### src/md5_pkg.sv
// Shared types, constants and round helper functions for the MD5 stream hasher.
package md5_pkg;

  localparam int MD5_WORDS = 16;

  localparam logic [31:0] MD5_IV_A = 32'h67452301;
  localparam logic [31:0] MD5_IV_B = 32'hEFCDAB89;
  localparam logic [31:0] MD5_IV_C = 32'h98BADCFE;
  localparam logic [31:0] MD5_IV_D = 32'h10325476;

  localparam logic [7:0] MD5_PAD_BYTE = 8'h80;
  localparam logic [5:0] MD5_LAST_POS = 6'd63;
  localparam logic [5:0] MD5_LEN_POS  = 6'd56;
  localparam logic [5:0] MD5_LAST_RND = 6'd63;

  localparam logic [31:0] MD5_K [64] = '{
    32'hD76AA478, 32'hE8C7B756, 32'h242070DB, 32'hC1BDCEEE,
    32'hF57C0FAF, 32'h4787C62A, 32'hA8304613, 32'hFD469501,
    32'h698098D8, 32'h8B44F7AF, 32'hFFFF5BB1, 32'h895CD7BE,
    32'h6B901122, 32'hFD987193, 32'hA679438E, 32'h49B40821,
    32'hF61E2562, 32'hC040B340, 32'h265E5A51, 32'hE9B6C7AA,
    32'hD62F105D, 32'h02441453, 32'hD8A1E681, 32'hE7D3FBC8,
    32'h21E1CDE6, 32'hC33707D6, 32'hF4D50D87, 32'h455A14ED,
    32'hA9E3E905, 32'hFCEFA3F8, 32'h676F02D9, 32'h8D2A4C8A,
    32'hFFFA3942, 32'h8771F681, 32'h6D9D6122, 32'hFDE5380C,
    32'hA4BEEA44, 32'h4BDECFA9, 32'hF6BB4B60, 32'hBEBFBC70,
    32'h289B7EC6, 32'hEAA127FA, 32'hD4EF3085, 32'h04881D05,
    32'hD9D4D039, 32'hE6DB99E5, 32'h1FA27CF8, 32'hC4AC5665,
    32'hF4292244, 32'h432AFF97, 32'hAB9423A7, 32'hFC93A039,
    32'h655B59C3, 32'h8F0CCC92, 32'hFFEFF47D, 32'h85845DD1,
    32'h6FA87E4F, 32'hFE2CE6E0, 32'hA3014314, 32'h4E0811A1,
    32'hF7537E82, 32'hBD3AF235, 32'h2AD7D2BB, 32'hEB86D391
  };

  // Rotate amounts, indexed by {round group, step within group of four}
  localparam logic [4:0] MD5_S [16] = '{
    5'd7, 5'd12, 5'd17, 5'd22,
    5'd5, 5'd9,  5'd14, 5'd20,
    5'd4, 5'd11, 5'd16, 5'd23,
    5'd6, 5'd10, 5'd15, 5'd21
  };

  typedef enum logic [1:0] {
    BSEL_DATA  = 2'd0,
    BSEL_PAD80 = 2'd1,
    BSEL_ZERO  = 2'd2,
    BSEL_LEN   = 2'd3
  } md5_bsel_t;

  typedef struct packed {
    logic      wr_en;
    md5_bsel_t bsel;
    logic      total_inc;
    logic      load;
    logic      round_en;
    logic [5:0] rnd;
    logic [3:0] rd_idx;
    logic      fold;
    logic      finish;
  } md5_cmd_t;

  typedef struct packed {
    logic fill_last;
    logic fill_lt56;
    logic out_free;
  } md5_stat_t;

  // Message word used by a given round
  function automatic logic [3:0] md5_g(input logic [5:0] rnd);
    logic [3:0] lo;
    lo = rnd[3:0];
    case (rnd[5:4])
      2'd0:    md5_g = lo;
      2'd1:    md5_g = 4'(lo * 4'd5 + 4'd1);
      2'd2:    md5_g = 4'(lo * 4'd3 + 4'd5);
      default: md5_g = 4'(lo * 4'd7);
    endcase
  endfunction

  function automatic logic [4:0] md5_s(input logic [5:0] rnd);
    md5_s = MD5_S[{rnd[5:4], rnd[1:0]}];
  endfunction

endpackage

### src/md5_if.sv
// Valid/ready channel interfaces for message bytes and digests.
interface md5_in_if;
  logic       valid;
  logic       ready;
  logic [7:0] data_byte;
  logic       has_data;
  logic       end_of_message;

  modport source(output valid, output data_byte, output has_data,
                 output end_of_message, input ready);
  modport sink(input valid, input data_byte, input has_data,
               input end_of_message, output ready);
endinterface

interface md5_out_if;
  logic        valid;
  logic        ready;
  logic [31:0] digest_a;
  logic [31:0] digest_b;
  logic [31:0] digest_c;
  logic [31:0] digest_d;

  modport source(output valid, output digest_a, output digest_b,
                 output digest_c, output digest_d, input ready);
  modport sink(input valid, input digest_a, input digest_b,
               input digest_c, input digest_d, output ready);
endinterface

### src/md5_dp.sv
// MD5 datapath: block buffer, counters, chaining words, round unit and digest register.
module md5_dp
  import md5_pkg::*;
(
  input  logic             clk,
  input  logic             rst_n,
  input  md5_cmd_t         cmd,
  input  logic [7:0]       data_byte,
  output md5_stat_t        stat,
  md5_out_if.source        out_ch
);

  logic [31:0] blk_mem [MD5_WORDS];

  logic [5:0]  fill_r;
  logic [63:0] total_r;
  logic [31:0] ch_a_r, ch_b_r, ch_c_r, ch_d_r;
  logic [31:0] wa_r, wb_r, wc_r, wd_r;
  logic [31:0] w_r;
  logic [31:0] dig_a_r, dig_b_r, dig_c_r, dig_d_r;
  logic        out_valid_r;

  logic [63:0] len_bits;
  logic [7:0]  wr_byte;
  logic [31:0] f_val, sum_val, rot_val, new_b;
  logic [4:0]  s_amt;

  assign len_bits = {total_r[60:0], 3'b000};

  always_comb begin
    case (cmd.bsel)
      BSEL_DATA:  wr_byte = data_byte;
      BSEL_PAD80: wr_byte = MD5_PAD_BYTE;
      BSEL_LEN:   wr_byte = len_bits[{fill_r[2:0], 3'b000} +: 8];
      default:    wr_byte = 8'h00;
    endcase
  end

  always_comb begin
    case (cmd.rnd[5:4])
      2'd0:    f_val = (wb_r & wc_r) | (~wb_r & wd_r);
      2'd1:    f_val = (wb_r & wd_r) | (wc_r & ~wd_r);
      2'd2:    f_val = wb_r ^ wc_r ^ wd_r;
      default: f_val = wc_r ^ (wb_r | ~wd_r);
    endcase
  end

  assign s_amt   = md5_s(cmd.rnd);
  assign sum_val = wa_r + f_val + MD5_K[cmd.rnd] + w_r;
  assign rot_val = (sum_val << s_amt) | (sum_val >> (6'd32 - {1'b0, s_amt}));
  assign new_b   = wb_r + rot_val;

  // Byte lane write; word read feeds the next round
  always_ff @(posedge clk) begin
    if (cmd.wr_en) begin
      blk_mem[fill_r[5:2]][{fill_r[1:0], 3'b000} +: 8] <= wr_byte;
    end
    w_r <= blk_mem[cmd.rd_idx];
  end

  always_ff @(posedge clk) begin
    if (cmd.load) begin
      wa_r <= ch_a_r;
      wb_r <= ch_b_r;
      wc_r <= ch_c_r;
      wd_r <= ch_d_r;
    end else if (cmd.round_en) begin
      wa_r <= wd_r;
      wd_r <= wc_r;
      wc_r <= wb_r;
      wb_r <= new_b;
    end
  end

  always_ff @(posedge clk) begin
    if (!rst_n) begin
      fill_r      <= '0;
      total_r     <= '0;
      ch_a_r      <= MD5_IV_A;
      ch_b_r      <= MD5_IV_B;
      ch_c_r      <= MD5_IV_C;
      ch_d_r      <= MD5_IV_D;
      out_valid_r <= 1'b0;
    end else begin
      if (cmd.finish) begin
        fill_r  <= '0;
        total_r <= '0;
        ch_a_r  <= MD5_IV_A;
        ch_b_r  <= MD5_IV_B;
        ch_c_r  <= MD5_IV_C;
        ch_d_r  <= MD5_IV_D;
      end else begin
        if (cmd.wr_en) begin
          fill_r <= fill_r + 6'd1;
        end
        if (cmd.total_inc) begin
          total_r <= total_r + 64'd1;
        end
        if (cmd.fold) begin
          ch_a_r <= ch_a_r + wa_r;
          ch_b_r <= ch_b_r + wb_r;
          ch_c_r <= ch_c_r + wc_r;
          ch_d_r <= ch_d_r + wd_r;
        end
      end
      if (cmd.finish) begin
        out_valid_r <= 1'b1;
      end else if (out_ch.ready) begin
        out_valid_r <= 1'b0;
      end
    end
  end

  always_ff @(posedge clk) begin
    if (cmd.finish) begin
      dig_a_r <= ch_a_r;
      dig_b_r <= ch_b_r;
      dig_c_r <= ch_c_r;
      dig_d_r <= ch_d_r;
    end
  end

  assign stat.fill_last = (fill_r == MD5_LAST_POS);
  assign stat.fill_lt56 = (fill_r < MD5_LEN_POS);
  assign stat.out_free  = !out_valid_r || out_ch.ready;

  assign out_ch.valid    = out_valid_r;
  assign out_ch.digest_a = dig_a_r;
  assign out_ch.digest_b = dig_b_r;
  assign out_ch.digest_c = dig_c_r;
  assign out_ch.digest_d = dig_d_r;

  a_finish_no_overwrite: assert property (@(posedge clk) disable iff (!rst_n)
    cmd.finish |-> (!out_valid_r || out_ch.ready))
    else $error("digest register overwritten while still pending");

  a_no_write_in_rounds: assert property (@(posedge clk) disable iff (!rst_n)
    cmd.round_en |-> !cmd.wr_en)
    else $error("block buffer written during compression");

endmodule

### src/md5_ctrl.sv
// MD5 controller: item acceptance, padding sequence and round sequencing.
module md5_ctrl
  import md5_pkg::*;
(
  input  logic       clk,
  input  logic       rst_n,
  md5_in_if.sink     in_ch,
  input  md5_stat_t  stat,
  output md5_cmd_t   cmd
);

  typedef enum logic [5:0] {
    ST_IDLE  = 6'b000001,
    ST_LOAD  = 6'b000010,
    ST_ROUND = 6'b000100,
    ST_FOLD  = 6'b001000,
    ST_PAD   = 6'b010000,
    ST_DONE  = 6'b100000
  } md5_state_t;

  md5_state_t state_r, state_nxt;
  logic [5:0] rnd_r, rnd_nxt;
  logic       eom_r, eom_nxt;
  logic       pad_r, pad_nxt;
  logic       first_r, first_nxt;
  logic       final_r, final_nxt;
  logic       fire;
  logic [5:0] rd_rnd;

  assign in_ch.ready = (state_r == ST_IDLE);
  assign fire        = in_ch.valid && in_ch.ready;

  // Prefetch the message word of the following round
  assign rd_rnd = (state_r == ST_ROUND) ? rnd_r + 6'd1 : 6'd0;

  always_comb begin
    state_nxt = state_r;
    rnd_nxt   = rnd_r;
    eom_nxt   = eom_r;
    pad_nxt   = pad_r;
    first_nxt = first_r;
    final_nxt = final_r;

    cmd           = '0;
    cmd.bsel      = BSEL_DATA;
    cmd.rnd       = rnd_r;
    cmd.rd_idx    = md5_g(rd_rnd);

    case (state_r)
      ST_IDLE: begin
        if (fire) begin
          if (in_ch.has_data) begin
            cmd.wr_en     = 1'b1;
            cmd.total_inc = 1'b1;
          end
          if (in_ch.has_data && stat.fill_last) begin
            eom_nxt   = in_ch.end_of_message;
            state_nxt = ST_LOAD;
          end else if (in_ch.end_of_message) begin
            pad_nxt   = 1'b1;
            first_nxt = 1'b1;
            state_nxt = ST_PAD;
          end
        end
      end
      ST_PAD: begin
        cmd.wr_en = 1'b1;
        if (first_r) begin
          cmd.bsel  = BSEL_PAD80;
          first_nxt = 1'b0;
          final_nxt = stat.fill_lt56;
        end else if (final_r && !stat.fill_lt56) begin
          cmd.bsel = BSEL_LEN;
        end else begin
          cmd.bsel = BSEL_ZERO;
        end
        if (stat.fill_last) begin
          state_nxt = ST_LOAD;
        end
      end
      ST_LOAD: begin
        cmd.load  = 1'b1;
        rnd_nxt   = '0;
        state_nxt = ST_ROUND;
      end
      ST_ROUND: begin
        cmd.round_en = 1'b1;
        rnd_nxt      = rnd_r + 6'd1;
        if (rnd_r == MD5_LAST_RND) begin
          state_nxt = ST_FOLD;
        end
      end
      ST_FOLD: begin
        cmd.fold = 1'b1;
        if (pad_r) begin
          if (final_r) begin
            state_nxt = ST_DONE;
          end else begin
            // Length goes into the extra block
            final_nxt = 1'b1;
            state_nxt = ST_PAD;
          end
        end else if (eom_r) begin
          pad_nxt   = 1'b1;
          first_nxt = 1'b1;
          state_nxt = ST_PAD;
        end else begin
          state_nxt = ST_IDLE;
        end
      end
      ST_DONE: begin
        if (stat.out_free) begin
          cmd.finish = 1'b1;
          pad_nxt    = 1'b0;
          eom_nxt    = 1'b0;
          final_nxt  = 1'b0;
          state_nxt  = ST_IDLE;
        end
      end
      default: begin
        state_nxt = ST_IDLE;
      end
    endcase
  end

  always_ff @(posedge clk) begin
    if (!rst_n) begin
      state_r <= ST_IDLE;
      rnd_r   <= '0;
      eom_r   <= 1'b0;
      pad_r   <= 1'b0;
      first_r <= 1'b0;
      final_r <= 1'b0;
    end else begin
      state_r <= state_nxt;
      rnd_r   <= rnd_nxt;
      eom_r   <= eom_nxt;
      pad_r   <= pad_nxt;
      first_r <= first_nxt;
      final_r <= final_nxt;
    end
  end

  a_load_starts_round0: assert property (@(posedge clk) disable iff (!rst_n)
    (state_r == ST_LOAD) |=> (state_r == ST_ROUND && rnd_r == 6'd0))
    else $error("compression did not start at round zero");

  a_last_round_folds: assert property (@(posedge clk) disable iff (!rst_n)
    (state_r == ST_ROUND && rnd_r == MD5_LAST_RND) |=> (state_r == ST_FOLD))
    else $error("compression did not end after the last round");

endmodule

### src/md5_stream_hasher_core.sv
// Streaming MD5 hasher top level: controller and datapath joined by command and status.
// Message bytes enter one item per accepted cycle on in_ch; an item with end_of_message
// set closes the message and, after padding and the last compression, one 128-bit digest
// appears on out_ch as four little-endian words, after which the block is ready for a new
// message. Every 64th data byte also starts a compression (one word fetch, 64 rounds
// through a single round unit, one chaining add), and no byte is taken until it ends.
// Closing a message writes the padding one byte per cycle up to the block end, then runs
// one compression, or two when 56 or more bytes were buffered, and loads the digest
// register, which may hold a result while the next message streams in.
module md5_stream_hasher_core
  import md5_pkg::*;
(
  input  logic       clk,
  input  logic       rst_n,
  md5_in_if.sink     in_ch,
  md5_out_if.source  out_ch
);

  md5_cmd_t  cmd;
  md5_stat_t stat;

  md5_ctrl u_ctrl (
    .clk   (clk),
    .rst_n (rst_n),
    .in_ch (in_ch),
    .stat  (stat),
    .cmd   (cmd)
  );

  md5_dp u_dp (
    .clk       (clk),
    .rst_n     (rst_n),
    .cmd       (cmd),
    .data_byte (in_ch.data_byte),
    .stat      (stat),
    .out_ch    (out_ch)
  );

endmodule
### src/flat_wrapper.sv
// flat-port wrapper written by rule: the top's interface ports become plain ports
module md5_stream_hasher_core_flat import md5_pkg::*;
  (clk, rst_n, in_ch_valid, in_ch_data_byte, in_ch_has_data, in_ch_end_of_message, in_ch_ready, out_ch_valid, out_ch_digest_a, out_ch_digest_b, out_ch_digest_c, out_ch_digest_d, out_ch_ready);
  md5_in_if in_ch_i ();
  md5_out_if out_ch_i ();
  input  logic clk;
  input  logic rst_n;
  input wire logic [$bits(in_ch_i.valid)-1:0] in_ch_valid;
  input wire logic [$bits(in_ch_i.data_byte)-1:0] in_ch_data_byte;
  input wire logic [$bits(in_ch_i.has_data)-1:0] in_ch_has_data;
  input wire logic [$bits(in_ch_i.end_of_message)-1:0] in_ch_end_of_message;
  output wire logic [$bits(in_ch_i.ready)-1:0] in_ch_ready;
  output wire logic [$bits(out_ch_i.valid)-1:0] out_ch_valid;
  output wire logic [$bits(out_ch_i.digest_a)-1:0] out_ch_digest_a;
  output wire logic [$bits(out_ch_i.digest_b)-1:0] out_ch_digest_b;
  output wire logic [$bits(out_ch_i.digest_c)-1:0] out_ch_digest_c;
  output wire logic [$bits(out_ch_i.digest_d)-1:0] out_ch_digest_d;
  input wire logic [$bits(out_ch_i.ready)-1:0] out_ch_ready;
  assign in_ch_i.valid = in_ch_valid;
  assign in_ch_i.data_byte = in_ch_data_byte;
  assign in_ch_i.has_data = in_ch_has_data;
  assign in_ch_i.end_of_message = in_ch_end_of_message;
  assign in_ch_ready = in_ch_i.ready;
  assign out_ch_valid = out_ch_i.valid;
  assign out_ch_digest_a = out_ch_i.digest_a;
  assign out_ch_digest_b = out_ch_i.digest_b;
  assign out_ch_digest_c = out_ch_i.digest_c;
  assign out_ch_digest_d = out_ch_i.digest_d;
  assign out_ch_i.ready = out_ch_ready;
  md5_stream_hasher_core u_core (.clk(clk), .rst_n(rst_n), .in_ch(in_ch_i), .out_ch(out_ch_i));
endmodule
### config.mk
export PLATFORM = sky130hd
export DESIGN_NAME = md5_stream_hasher_core_flat
export DESIGN_NICKNAME = d
export VERILOG_FILES = /design/src/md5_pkg.sv /design/src/md5_if.sv /design/src/md5_dp.sv /design/src/md5_ctrl.sv /design/src/md5_stream_hasher_core.sv /design/src/flat_wrapper.sv
export SDC_FILE = /design/constraint.sdc
export NUM_CORES = 2
export LEC_CHECK = 0
export ABC_AREA = 1
export CELL_PAD_IN_SITES_DETAIL_PLACEMENT = 0
export CELL_PAD_IN_SITES_GLOBAL_PLACEMENT = 2
export CORE_ASPECT_RATIO = 1.1
export CORE_MARGIN = 2
export CORE_UTILIZATION = 40
export DETAILED_ROUTE_END_ITERATION = 16
export DONT_BUFFER_PORTS = 1
export PLACE_DENSITY_LB_ADDON = 0.3
export SLEW_MARGIN = 10
export SYNTH_ARGS = -nofsm -noshare
export SYNTH_HDL_FRONTEND = slang
export SYNTH_SLANG_ARGS = --single-unit
export TNS_END_PERCENT = 30
### constraint.sdc
create_clock -name clk -period 11.1 [get_ports clk]
set_input_delay 0.555 -clock clk [delete_from_list [all_inputs] [get_ports clk]]
set_output_delay 0.555 -clock clk [all_outputs]
set_load 0.005 [all_outputs]
==> run summary <==
Status: complete, no violations
Sequential fraction of the synthesis area: 46.5%
Worst VDD drop: 0.165 mV
Placer congestion estimate: 0.967
Nets: 7424
Final WL: 234 mm
Vias per cell: 5.63
Max cap viols: 0
Pwr dens: 157 mW/mm^2
Startpoint types: flop
Wire length per cell: 25.6 um
Core ar.: 0.150 sq mm
Vias in the first global route: 49.9k
FF-to-FF path depth: 35
Syn Inst Count: 7199
Max Clock Freq: 0.106 GHz
Post-Syn Area: 0.0600 sq mm
Hpwl dp: 175 mm
Worst-path clk slew: 0.07 ns
Final hold vios: 0
Setup Viol. Count Final: 0
Most used cell, CP: nand2_1
IO Port Bufs: 0
Die width: 373 um
Area contributors post-synth: edfxtp_1, dfxtp_1, nand2_1, o21ai_0, nor2_1
Die height: 410 um
Tmin final: 9.46 ns
Synth cell types: 77
CP Launch Point: u_core.u_ctrl.rnd_r[4]$_SDFFE_PN0P_
Clk buf depth: 3
RSZ-0062 raised after global routing: false
Worst EP arrival: 9.98 ns
Largest net degree at the start of global routing: 205
Area after DPL: 0.0620 sq mm
Worst r2r dst: u_core.u_dp.wb_r[27]$_DFFE_PP_
Leakage: 25.8 nW
Gates resized, CTS repair: 0
WP depth: 35
Vias: 51.5k
Routed Antenna Nets: 0
Die ar.: 0.153 sq mm
Worst skew pair latency: 0.79 ns
Synth warnings: 0
Hold crit path type: input pin to flop
Initial antenna violation count: 6
Worst setup path endpoint: u_core.u_dp.wb_r[27]$_DFFE_PP_
Yosys top cell by area: edfxtp_1
Worst Max-Slew Pin Slew: 1.24 ns
Syn Nets: 7517
Clk_skew: 0.0385 ns
Number of H-tree levels: 3
Root Driver: clkbuf_16
Critical path peak fanout: 23
Synth Area per Inst: 8.34 sq um
GR Util All Layers: 30.0%
Max Slew Vio Count: 0
# rows: 149
Synth-to-Final Area Change: 9.12%
Setup TNS: 0 ns
Initial detailed-routing violation count: 4471
Global-route wire length before repair: 340 mm
Hold Buf Count CTS: 1
Max_slew headroom: 16.3%
Top-Level Pins: 144
Crit end category: flop
Initial Util: 40.2%
Flop-to-flop setup slack: 1.64 ns
Worst path max stage delay: 0.90 ns
R2r startpoint: u_core.u_ctrl.rnd_r[4]$_SDFFE_PN0P_
Post-synth EDFFs: 768
Synth async-reset ratio: 0%
Postcts setup bufs: 0
Total global routing overflow: 0
Required @ worst endpoint: 11.63 ns
CP max-delay cell: dfxtp_1
Ys flop type: edfxtp_1
CP bufs+invs: 4
Final Cycle Share: 85.2%
Number of remaining DRC errors: 0
CTS buffer count: 107
Family with the most delay on the worst path: simple AND/OR/NAND/NOR gates
Critical path type: flop to flop
Yosys reg bits: 1012
CTS tree: yes
Worst Min Path Start: in_ch_end_of_message
Share of cells above drive strength 1: 5.38%
1st-pass router iterations: 6
Synth top area share: 38.4%
Design Area, Final: 0.0655 sq mm
Total clock sinks: 1012
-- worst reg2reg max path, delay by kind of cell (launching register included) --
kind,cells,cell delay (ns)
simple gates,18,2.71
buf+inv,4,1.13
compound gates,9,2.49
fa+ha+maj,4,2.00
flops,1,0.90
-- worst min path at each step --
stage	to	cells after the start
after floorplan	u_core.u_dp.total_r[39]$_SDFFE_PP0P_	1
after global routing	u_core.u_ctrl.eom_r$_SDFFE_PN0P_	2
after detailed placement	u_core.u_dp.total_r[39]$_SDFFE_PP0P_	1
after global placement	u_core.u_dp.total_r[39]$_SDFFE_PP0P_	1
after CTS	u_core.u_ctrl.eom_r$_SDFFE_PN0P_	2
final	u_core.u_ctrl.eom_r$_SDFFE_PN0P_	2
-- layout make-up --
cell class                      instances  area, sq um
Clock inverter                         70          643
Timing Repair Buffer                   94          758
Fill cell                           15000        84000
Clock buffer                          131         2850
Sequential cell                      1012        27900
Tap cell                             1963         2460
Multi-Input combinational cell       5082        27800
Inverter                              809         3050
Antenna cell                            1         2.50
-- cell usage after synthesis, drive strengths merged, types with 40 or more instances --
cell type / instances
inv: 802
a21oi: 518
nand4: 56
xor2: 71
nand3: 467
nor2: 885
fa: 72
clkbuf: 166
buf: 130
ha: 232
xnor2: 48
nor3: 121
o221ai: 40
nand2: 1282
o32ai: 43
dfxtp: 244
o21ai: 825
edfxtp: 768
o211ai: 128
-- cell families after synthesis --
logic type | synth area share, %
simple gates | 20.3
compound gates | 16.8
buf+inv | 7.30
flops | 46.5
fa+ha+maj | 7.24
xor+xnor | 1.77
mux | 0.0500
-- cells in the final DEF, fill, tap and decap left out, types with 72 or more instances in the layout --
| master | n |
|---|---|
| ha_1 | 232 |
| nor2_1 | 860 |
| fa_1 | 72 |
| o21ai_1 | 85 |
| nand3_1 | 462 |
| nor3_1 | 115 |
| o211ai_1 | 128 |
| edfxtp_1 | 768 |
| buf_4 | 89 |
| inv_1 | 774 |
| dfxtp_1 | 243 |
| a21oi_1 | 517 |
| o21ai_0 | 734 |
| nand2_1 | 1271 |
| clkbuf_16 | 109 |
-- power breakdown --
part	total [mW]	internal, mW	switching, mW
combinational	2.37	0.693	1.68
sequential	4.27	4.23	0.0306
clock	3.62	1.97	1.65
-- state kept, by name (all words and copies together) (netlist names), 6 cells and up --
name,count
u_core.u_dp.out_ch.digest_a,32
u_core.u_dp.blk_mem,512
u_core.u_ctrl.rnd_r,6
u_core.u_dp.wa_r,32
u_core.u_ctrl.state_r,6
u_core.u_dp.out_ch.digest_c,32
u_core.u_dp.ch_c_r,32
u_core.u_dp.total_r,61
u_core.u_dp.wd_r,32
u_core.u_dp.out_ch.digest_b,32
u_core.u_dp.ch_d_r,32
u_core.u_dp.w_r,32
u_core.u_dp.wc_r,32
u_core.u_dp.ch_b_r,32
u_core.u_dp.wb_r,32
u_core.u_dp.out_ch.digest_d,32
u_core.u_dp.fill_r,6
u_core.u_dp.ch_a_r,32
-- routing by layer --
layer / global-route usage, % / wire (um) / vias to the layer above
met5: 0 / 13 / -
met3: 3.57 / 11800 / 416
met4: 15.0 / 12800 / 2
met2: 51.1 / 112000 / 1676
met1: 37.5 / 97200 / 24800
li1: - / - / 24600
-- stage by stage --
stage / cells / hold slack, ns / worst slack (ns) / power (mW) / utilization (%)
2_1_floorplan: 7199 / 0.426 / 2.88 / 5.86 / -
3_3_place_gp: 8959 / 0.446 / 1.61 / 6.71 / 41.5
3_5_place_dp: 8959 / 0.453 / 1.73 / 6.69 / 41.5
4_1_cts: 9161 / 0.00987 / 1.66 / 10.3 / 43.8
5_1_grt: 9161 / 0.0540 / 1.10 / 10.7 / 43.8
6_report: 9162 / 0.0647 / 1.64 / 10.3 / 43.8
No activity file was read; power rests on OpenSTA's default activity.
